--- src/design/assert_macros.svh ---
// assertion macros used by the decoder rtl file
// each macro samples on clk; the first one is held off while rst_n is low
`ifndef ASSERT_MACROS_SVH
`define ASSERT_MACROS_SVH

`define ASSERT_CLK(label, prop, msg) \
  label: assert property (@(posedge clk) disable iff (!rst_n) (prop)) else $error(msg);

`define ASSERT_CLK_ALWAYS(label, prop, msg) \
  label: assert property (@(posedge clk) (prop)) else $error(msg);

`endif

--- src/design/u8d_pkg.sv ---
// ----------------------------------------------------------------------------
// u8d_pkg
// types, constants and byte classification for the utf-8 byte stream decoder
// ----------------------------------------------------------------------------
`timescale 1ns / 1ps
`default_nettype none

package u8d_pkg;

  localparam int BYTE_W  = 8;
  localparam int CP_W    = 16;
  localparam int PEND_W  = 2;
  localparam int CONT_W  = 6;

  typedef logic [BYTE_W-1:0] byte_t;
  typedef logic [CP_W-1:0]   cp_t;
  typedef logic [PEND_W-1:0] pend_t;

  localparam byte_t ASCII_MASK = 8'h80;
  localparam byte_t LEAD2_MASK = 8'hE0;
  localparam byte_t LEAD2_CODE = 8'hC0;
  localparam byte_t LEAD2_DATA = 8'h1F;
  localparam byte_t LEAD3_MASK = 8'hF0;
  localparam byte_t LEAD3_CODE = 8'hE0;
  localparam byte_t LEAD3_DATA = 8'h0F;

  localparam pend_t PEND_NONE  = 2'd0;
  localparam pend_t PEND_LEAD2 = 2'd1;
  localparam pend_t PEND_LEAD3 = 2'd2;
  localparam pend_t PEND_BAD   = 2'd3;

  typedef enum logic [1:0] {
    KIND_ASCII,
    KIND_LEAD2,
    KIND_LEAD3,
    KIND_SKIP
  } byte_kind_t;

  function automatic byte_kind_t classify(input byte_t b);
    byte_kind_t k;
    if ((b & ASCII_MASK) == '0) begin
      k = KIND_ASCII;
    end else if ((b & LEAD2_MASK) == LEAD2_CODE) begin
      k = KIND_LEAD2;
    end else if ((b & LEAD3_MASK) == LEAD3_CODE) begin
      k = KIND_LEAD3;
    end else begin
      k = KIND_SKIP;
    end
    return k;
  endfunction

endpackage

`default_nettype wire

--- src/design/u8d_in_if.sv ---
// ----------------------------------------------------------------------------
// u8d_in_if
// byte channel into the decoder: valid, ready, text byte and final flag
// ----------------------------------------------------------------------------
`timescale 1ns / 1ps
`default_nettype none

interface u8d_in_if;
  logic            valid;
  logic            ready;
  u8d_pkg::byte_t  text_byte;
  logic            final_byte;

  modport source (output valid, output text_byte, output final_byte, input ready);
  modport sink   (input valid, input text_byte, input final_byte, output ready);
endinterface

`default_nettype wire

--- src/design/u8d_out_if.sv ---
// ----------------------------------------------------------------------------
// u8d_out_if
// result channel out of the decoder: valid, ready and one decoded result
// ----------------------------------------------------------------------------
`timescale 1ns / 1ps
`default_nettype none

interface u8d_out_if;
  logic          valid;
  logic          ready;
  u8d_pkg::cp_t  code_point;
  logic          char_ready;
  logic          end_of_text;

  modport source (output valid, output code_point, output char_ready,
                  output end_of_text, input ready);
  modport sink   (input valid, input code_point, input char_ready,
                  input end_of_text, output ready);
endinterface

`default_nettype wire

--- src/design/utf8_byte_stream_decoder.sv ---
// ----------------------------------------------------------------------------
// utf8_byte_stream_decoder
// decodes one-, two- and three-byte utf-8 into 16-bit code points, one
// result per input byte
// ----------------------------------------------------------------------------
// each accepted byte's result is registered in the output register
// throughput: 1 byte per cycle; the output register refills in the cycle
//   its result transfers, so a stall only holds when out_ch.ready is low
// reset: synchronous active-low rst_n clears the pending count, the partial
//   code point and the output valid flag
`timescale 1ns / 1ps
`default_nettype none
`include "assert_macros.svh"

module utf8_byte_stream_decoder (
  input  wire logic  clk,
  input  wire logic  rst_n,
  u8d_in_if.sink     in_ch,
  u8d_out_if.source  out_ch
);

  u8d_pkg::pend_t pend_r;
  u8d_pkg::pend_t pend_nxt;
  u8d_pkg::cp_t   part_r;
  u8d_pkg::cp_t   part_nxt;
  u8d_pkg::cp_t   part_cont;
  u8d_pkg::cp_t   point;
  logic           ready_chr;

  logic           out_valid_r;
  u8d_pkg::cp_t   code_point_r;
  logic           char_ready_r;
  logic           end_of_text_r;

  logic           in_fire;
  logic           out_fire;

  assign in_ch.ready = !out_valid_r || out_ch.ready;
  assign in_fire     = in_ch.valid && in_ch.ready;
  assign out_fire    = out_valid_r && out_ch.ready;

  // decode step
  always_comb begin
    pend_nxt  = pend_r;
    part_nxt  = part_r;
    ready_chr = 1'b0;
    point     = '0;
    part_cont = {part_r[u8d_pkg::CP_W-u8d_pkg::CONT_W-1:0],
                 in_ch.text_byte[u8d_pkg::CONT_W-1:0]};
    if (pend_r != u8d_pkg::PEND_NONE) begin
      pend_nxt = pend_r - u8d_pkg::PEND_LEAD2;
      if (pend_nxt == u8d_pkg::PEND_NONE) begin
        ready_chr = 1'b1;
        point     = part_cont;
        part_nxt  = '0;
      end else begin
        part_nxt  = part_cont;
      end
    end else begin
      unique case (u8d_pkg::classify(in_ch.text_byte))
        u8d_pkg::KIND_ASCII: begin
          ready_chr = 1'b1;
          point     = u8d_pkg::cp_t'(in_ch.text_byte);
        end
        u8d_pkg::KIND_LEAD2: begin
          part_nxt = u8d_pkg::cp_t'(in_ch.text_byte & u8d_pkg::LEAD2_DATA);
          pend_nxt = u8d_pkg::PEND_LEAD2;
        end
        u8d_pkg::KIND_LEAD3: begin
          part_nxt = u8d_pkg::cp_t'(in_ch.text_byte & u8d_pkg::LEAD3_DATA);
          pend_nxt = u8d_pkg::PEND_LEAD3;
        end
        default: begin
        end
      endcase
    end
    // a cut-off sequence at the end of text is dropped
    if (in_ch.final_byte) begin
      pend_nxt = u8d_pkg::PEND_NONE;
      part_nxt = '0;
    end
  end

  always_ff @(posedge clk) begin
    if (!rst_n) begin
      pend_r      <= u8d_pkg::PEND_NONE;
      part_r      <= '0;
      out_valid_r <= 1'b0;
    end else begin
      if (in_fire) begin
        pend_r      <= pend_nxt;
        part_r      <= part_nxt;
        out_valid_r <= 1'b1;
      end else if (out_fire) begin
        out_valid_r <= 1'b0;
      end
    end
  end

  // result payload
  always_ff @(posedge clk) begin
    if (in_fire) begin
      code_point_r  <= point;
      char_ready_r  <= ready_chr;
      end_of_text_r <= in_ch.final_byte;
    end
  end

  assign out_ch.valid       = out_valid_r;
  assign out_ch.code_point  = code_point_r;
  assign out_ch.char_ready  = char_ready_r;
  assign out_ch.end_of_text = end_of_text_r;

  `ASSERT_CLK(a_pend_never_bad, pend_r != u8d_pkg::PEND_BAD, "pending count reached three")
  `ASSERT_CLK(a_final_clears, (in_fire && in_ch.final_byte) |=> (pend_r == u8d_pkg::PEND_NONE && part_r == '0), "state not cleared after final byte")
  `ASSERT_CLK(a_fire_loads, in_fire |=> out_valid_r, "accepted byte left no result")
  `ASSERT_CLK(a_no_char_zero, (out_valid_r && !char_ready_r) |-> (code_point_r == '0), "code point set without char_ready")

endmodule

`default_nettype wire
--- src/flat_wrapper.sv ---
// flat-port wrapper written by rule: the top's interface ports become plain ports
module utf8_byte_stream_decoder_flat 
  (clk, rst_n, in_ch_valid, in_ch_text_byte, in_ch_final_byte, in_ch_ready, out_ch_valid, out_ch_code_point, out_ch_char_ready, out_ch_end_of_text, out_ch_ready);
  u8d_in_if in_ch_i ();
  u8d_out_if out_ch_i ();
  input  wire logic clk;
  input  wire logic rst_n;
  input wire logic [$bits(in_ch_i.valid)-1:0] in_ch_valid;
  input wire logic [$bits(in_ch_i.text_byte)-1:0] in_ch_text_byte;
  input wire logic [$bits(in_ch_i.final_byte)-1:0] in_ch_final_byte;
  output wire logic [$bits(in_ch_i.ready)-1:0] in_ch_ready;
  output wire logic [$bits(out_ch_i.valid)-1:0] out_ch_valid;
  output wire logic [$bits(out_ch_i.code_point)-1:0] out_ch_code_point;
  output wire logic [$bits(out_ch_i.char_ready)-1:0] out_ch_char_ready;
  output wire logic [$bits(out_ch_i.end_of_text)-1:0] out_ch_end_of_text;
  input wire logic [$bits(out_ch_i.ready)-1:0] out_ch_ready;
  assign in_ch_i.valid = in_ch_valid;
  assign in_ch_i.text_byte = in_ch_text_byte;
  assign in_ch_i.final_byte = in_ch_final_byte;
  assign in_ch_ready = in_ch_i.ready;
  assign out_ch_valid = out_ch_i.valid;
  assign out_ch_code_point = out_ch_i.code_point;
  assign out_ch_char_ready = out_ch_i.char_ready;
  assign out_ch_end_of_text = out_ch_i.end_of_text;
  assign out_ch_i.ready = out_ch_ready;
  utf8_byte_stream_decoder u_core (.clk(clk), .rst_n(rst_n), .in_ch(in_ch_i), .out_ch(out_ch_i));
endmodule
--- config.mk ---
export PLATFORM = sky130hd
export DESIGN_NAME = utf8_byte_stream_decoder_flat
export DESIGN_NICKNAME = d
export VERILOG_FILES = /design/src/design/u8d_pkg.sv /design/src/design/u8d_in_if.sv /design/src/design/u8d_out_if.sv /design/src/design/utf8_byte_stream_decoder.sv /design/src/flat_wrapper.sv
export VERILOG_INCLUDE_DIRS = /design/src /design/src/design
export SDC_FILE = /design/constraint.sdc
export NUM_CORES = 1
export LEC_CHECK = 0
export BUFFER_PORTS_ARGS = -buffer_cell sky130_fd_sc_hd__buf_4
export CORE_ASPECT_RATIO = 0.9
export CORE_UTILIZATION = 30
export CTS_BUF_LIST = sky130_fd_sc_hd__clkbuf_2 sky130_fd_sc_hd__clkbuf_4 sky130_fd_sc_hd__clkbuf_8
export DETAILED_ROUTE_END_ITERATION = 10
export SYNTH_ARGS = -nofsm -noshare
export SYNTH_HDL_FRONTEND = slang
export SYNTH_SLANG_ARGS = --single-unit
--- constraint.sdc ---
create_clock -name clk -period 2.3 [get_ports clk]
set_clock_uncertainty 0.1 [all_clocks]
set_input_delay 0.23 -clock clk [delete_from_list [all_inputs] [get_ports clk]]
set_output_delay 0.23 -clock clk [all_outputs]
set_load 0.01 [all_outputs]
==> flow_summary.yaml, run 1 <==
run_status:
  run_status: "finished, final reports clean"
die:
  row_count: 21
  die_w_um: 69.4
  die-height_um: 62.7
  core_area_um2: 3810
  start_util: 0.322
  pin_count: 33
  die-area_um2: 4350
worst_setup_path:
  timing.rr.end: "u_core.pend_r[0]$_SDFFE_PN0P_"
  regToRegStartpoint: "u_core.pend_r[0]$_SDFFE_PN0P_"
  ff2ff_setup_slack_ns: 0.59
  critPathLaunchType: "register"
  crit_path_end_kind: "register"
  cp.arrival_ns: 1.75
  cp.required_ns: 2.34
  crit_type: "reg2reg"
  r2r_cells: 2
  path_max_fanout: 12
job:
  cap_violations: 0
yosys:
  synth_edf_count: 18
  ys_types: 24
  synth_area_um2: 1230
  synthArstFlopShare: 0
  synthCells: 96
  synth_nets: 109
  synth_seq_area_share: 0.652
  ys.warnings.count: 0
  avgSynthCellArea_um2: 12.8
  synth_flop_cell: "edfxtp_1"
  synth-seq-cells: 31
placed_design:
  hpwlAfterDp_um: 1730
  place_congestion: 0.805
  post_dp_cell_area_um2: 1520
  port_buffers: 32
  place_inst: 173
  place_ws_ns: 0.599
worst_hold_path:
  min_to: "u_core.part_r[5]$_SDFFE_PN0P_"
  min_delay_path_depth: 2
  min_path_type: "in2reg"
  min_from: "in_ch_text_byte[5]"
finish:
  fin_area_um2: 1610
  fin_util: 0.422
  antenna_cells: 0
  areaGrowthSynthToFinish_pct: 31.1
  stdcell_count: 181
  num-fill-cells: 363
  drive_above_1_share: 0.341
  nets: 147
timing:
  hold_viol_final: 0
  fin_ws_ns: 0.586
  holdWs_ns: 0.0829
  period_share: 0.745
  slew_headroom: 0.428
  period_needed_ns: 1.71
  final_max_slew_viol_count: 0
  fmax_mhz: 583
  setup-tns-final_ns: 0
  rsz0062_at_grt: "false"
  worst_slew_pin_slew_ns: 0.855
  finalSetupViolCount: 0
clock_network:
  cts_buffer_depth: 2
  clk_latency_ns: 0.29
  cts_tree: "done"
  cts_hold_buffers: 0
  cts_num_sinks: 31
  numCtsBuffers: 5
  cts_setup_buffers: 0
  htree_levels: 2
  ctsResizeCount: 0
  path_clk_slew_ns: 0.06
  cts_root_buf: "clkbuf_8"
grt:
  grt_usage: 0.125
  grt_pass1_wl_um: 4020
  grt_overflow: 0
  grt_antenna_before_repair: 0
  grt_max_degree: 21
  grt_pass1_vias: 911
detailed_routing:
  ant_nets: 0
  first_pass_iters: 4
  wl_um: 2380
  via_count: 874
  vias_per_cell: 4.83
  drc: 0
  drt_iter0_markers: 61
  routedWlPerCell_um: 13.1
pwr:
  power_mw: 1.17
  irDropWorstVdd_v: 0.000185
  p_leak_nw: 0.677
  p_per_area_nw_per_um2: 727
-- synthesized netlist by cell type (all sizes together), types with 3 or more instances --
library cell / n / area share
edfxtp: 18 / 0.44
and2: 15 / 0.076
nand3: 7 / 0.029
dfxtp: 13 / 0.21
buf: 3 / 0.016
nand2: 9 / 0.028
inv: 3 / 0.0092
a32o: 5 / 0.042
nor2: 5 / 0.015
a21oi: 3 / 0.012
mux2i: 5 / 0.041
-- layer usage --
| metal | global-route usage | share of wire | vias up | wire, um |
|---|---|---|---|---|
| li1 | - | - | 420 | - |
| met3 | 0.0468 | 0.069 | 7 | 164 |
| met2 | 0.205 | 0.48 | 33 | 1150 |
| met5 | 0 | 0 | - | 0 |
| met4 | 0.112 | 0.037 | 0 | 88 |
| met1 | 0.124 | 0.41 | 414 | 972 |
-- final cells by class --
class / count / area [um2] / share of cell area
clock buffer: 7 / 83.8 / 0.0521
tap: 46 / 57.6 / 0.0358
multi-input combinational: 59 / 395 / 0.246
inverter: 3 / 11.3 / 0.00700
sequential: 31 / 801 / 0.498
clock inverter: 1 / 5.00 / 0.00311
timing repair buffer: 34 / 255 / 0.159
-- where the power goes --
group / internal [mW] / leakage, nW / switching, mW
registers: 0.613 / 0.286 / 0.0103
logic: 0.0565 / 0.342 / 0.0618
clock network: 0.235 / 0.0491 / 0.194
total: 0.904 / 0.677 / 0.266
-- registers in the layout, summed over array words and instances, names as in the netlist --
signal                     flops
u_core.out_ch.valid            1
u_core.pend_r                  2
u_core.part_r                 10
u_core.out_ch.code_point      16
u_core.out_ch.char_ready       1
u_core.out_ch.end_of_text      1
-- placed cells by master, fill, tap and decap left out, types with 2 or more instances in the layout --
| cell | synthesis | layout |
|---|---|---|
| buf_4 | 0 | 34 |
| nand3_1 | 7 | 7 |
| clkbuf_8 | 0 | 5 |
| a21oi_1 | 3 | 3 |
| mux2i_1 | 5 | 5 |
| edfxtp_1 | 18 | 18 |
| dfxtp_1 | 13 | 13 |
| nand2_1 | 9 | 9 |
| nor2_1 | 5 | 5 |
| clkbuf_4 | 0 | 2 |
| inv_1 | 3 | 3 |
| a32o_1 | 4 | 4 |
| and2_1 | 15 | 15 |
-- critical path: stages, from the launching register on --
cell	delay, ns
dfxtp_1	0.40
o41ai_4	0.86
o21ai_0	0.21
-- cell families after synthesis --
| logic type | synth area share |
|---|---|
| buffers and inverters | 0.0255 |
| multiplexers | 0.0408 |
| AO/OA/AOI/OAI | 0.0999 |
| flip-flops | 0.652 |
| AND/OR/NAND/NOR | 0.181 |
-- worst max path at each step --
stage	start	to	slack, ns	depth (start not counted)
finish	u_core.pend_r[0]$_SDFFE_PN0P_	u_core.pend_r[0]$_SDFFE_PN0P_	0.59	2
global route	u_core.out_ch.valid$_SDFFE_PN0P_	u_core.part_r[7]$_SDFFE_PN0P_	0.50	5
CTS	u_core.pend_r[0]$_SDFFE_PN0P_	u_core.pend_r[0]$_SDFFE_PN0P_	0.60	2
detailed placement	out_ch_ready	u_core.part_r[7]$_SDFFE_PN0P_	0.60	6
global placement	u_core.pend_r[0]$_SDFFE_PN0P_	u_core.pend_r[1]$_SDFFE_PN0P_	0.67	2
floorplan	u_core.out_ch.valid$_SDFFE_PN0P_	u_core.part_r[5]$_SDFFE_PN0P_	0.49	6
Power figures use the tool's default switching activity.
==> inputs of run 2 (changes only) <==
clock period = 1.7 ns   (was 2.3 ns; I/O delays follow)
==> run 2 against run 1 <==
Against the previous run: register-to-register slack worse by 0.34 ns; non-clock buffer count up 1; sequential share of layout area down 0.99 points; utilization up 0.85 points; combinational power up 36%; critical path depth up 4; critical path type unchanged; setup slack worse by 0.34 ns; fmax up 18%; highest routed layer unchanged.
==> flow_summary.yaml, run 2 (same netlist as run 1, synthesis figures left out) <==
clock_network:
  numCtsBuffers: 5
  cts_root_buf: "clkbuf_8"
  htree_levels: 2
  cts_buffer_depth: 2
  cts_tree: "done"
  clk_latency_ns: 0.28
  path_clk_slew_ns: 0.06
  cts_hold_buffers: 0
  cts_num_sinks: 31
finish:
  largest_reg_flops: 16
  multi_input_area_um2: 398
  fin_area_um2: 1640
  drive_above_1_share: 0.353
  layout_common_cells: "35 x buf_4, 18 x edfxtp_1, 15 x and2_1, 13 x dfxtp_1, 9 x nand2_1"
  antenna_cells: 0
  nets: 148
  regArea_um2: 801
  num-fill-cells: 349
  final_common_cell: "buf_4"
  areaGrowthSynthToFinish_pct: 33.7
die:
  pin_count: 33
  core_area_um2: 3810
  start_util: 0.322
  die-height_um: 62.7
  die_w_um: 69.4
  die-area_um2: 4350
  row_count: 21
pwr:
  irDropWorstVdd_v: 0.000304
  p_per_area_nw_per_um2: 1030
  p_leak_nw: 0.683
run_status:
  run_status: "finished, final reports clean"
grt:
  grt_usage: 0.119
  grt_pass1_vias: 826
  grt_antenna_before_repair: 0
  grt_overflow: 0
  grt_pass1_wl_um: 3880
  grt_max_degree: 21
detailed_routing:
  via_count: 850
  ant_nets: 0
  vias_per_cell: 4.67
  routedWlPerCell_um: 12.3
  drt_iter0_markers: 59
  wl_um: 2240
  first_pass_iters: 5
  drc: 0
worst_setup_path:
  crit_path_end_kind: "register"
  cp.arrival_ns: 1.56
  path_max_fanout: 12
  cp.required_ns: 1.81
  critPathLaunchType: "register"
  crit_type: "reg2reg"
placed_design:
  place_congestion: 0.776
  port_buffers: 32
  hpwlAfterDp_um: 1640
  post_dp_cell_area_um2: 1530
timing:
  final_max_slew_viol_count: 0
  slew_headroom: 0.774
  period_share: 0.853
  setup-tns-final_ns: 0
  hold_viol_final: 0
  finalSetupViolCount: 0
  period_needed_ns: 1.45
  worst_slew_pin_slew_ns: 0.338
  rsz0062_at_grt: "false"
  fmax_mhz: 690
worst_hold_path:
  min_path_type: "in2reg"
job:
  cap_violations: 0
==> run 2: changes by cell type in the layout (fill, tap and decap cells not counted), sizes merged <==
cell,change
buf,+1
bufinv,+1
clkbuf,-2
clkinv,+1
clkinvlp,+1
inv,-1
==> run 2: path summary, 6_finish.rpt <==
kind / start / end / cells past startpoint / slack, ns
max: u_core.out_ch.valid$_SDFFE_PN0P_ / u_core.part_r[2]$_SDFFE_PN0P_ / 6 / 0.25
min reg2reg: u_core.part_r[4]$_SDFFE_PN0P_ / u_core.part_r[4]$_SDFFE_PN0P_ / 2 / 0.37
max reg2reg: u_core.out_ch.valid$_SDFFE_PN0P_ / u_core.part_r[2]$_SDFFE_PN0P_ / 6 / 0.25
min: in_ch_text_byte[5] / u_core.part_r[5]$_SDFFE_PN0P_ / 2 / 0.02
==> run 2: layer usage <==
| metal | track usage | part of all wire | up-vias |
|---|---|---|---|
| met5 | 0 | 0 | - |
| met4 | 0.0918 | 0.035 | 0 |
| li1 | - | - | 422 |
| met2 | 0.177 | 0.46 | 27 |
| met1 | 0.140 | 0.44 | 394 |
| met3 | 0.0435 | 0.064 | 7 |
==> run 2: area by class of cell <==
cell class,count,area share
clock buffers,5,0.0419
clock inverters,3,0.0236
inverters,3,0.00915
multi-input cells,59,0.242
flip-flops and latches,31,0.488
well taps,46,0.0351
repair buffers,35,0.160
==> run 2: what timing repair did <==
item | CTS | global route
setup endpoints to repair | 0 | 5
hold endpoints to repair | 0 | 0
resized for setup | 0 | 1
buffers inserted | 0 | 0
==> run 2: worst max-delay path, cell delays in order, from the launching register on <==
cell	delay, ns
dfxtp_1	0.35
nand2b_2	0.08
nand2_1	0.17
clkinvlp_4	0.15
o41ai_4	0.06
buf_4	0.26
mux2i_1	0.21
==> run 2: power by group <==
group / switching, mW / internal, mW
sequential: 0.0135 / 0.829
combinational: 0.0836 / 0.0776
clock: 0.255 / 0.428
==> run 2: metrics by stage <==
step           hold WS [ns]   util  std cells  setup WS, ns  total power [mW]
4_1_cts              0.0159  0.430        182        0.0815              1.71
3_3_place_gp          0.315  0.402        174         0.203              1.02
3_5_place_dp          0.313  0.402        174        0.0825              1.02
6_report             0.0244  0.431        182         0.250              1.69
2_1_floorplan         0.169      -         96        0.0685             0.938
5_1_grt              0.0202  0.431        182         0.141              1.77
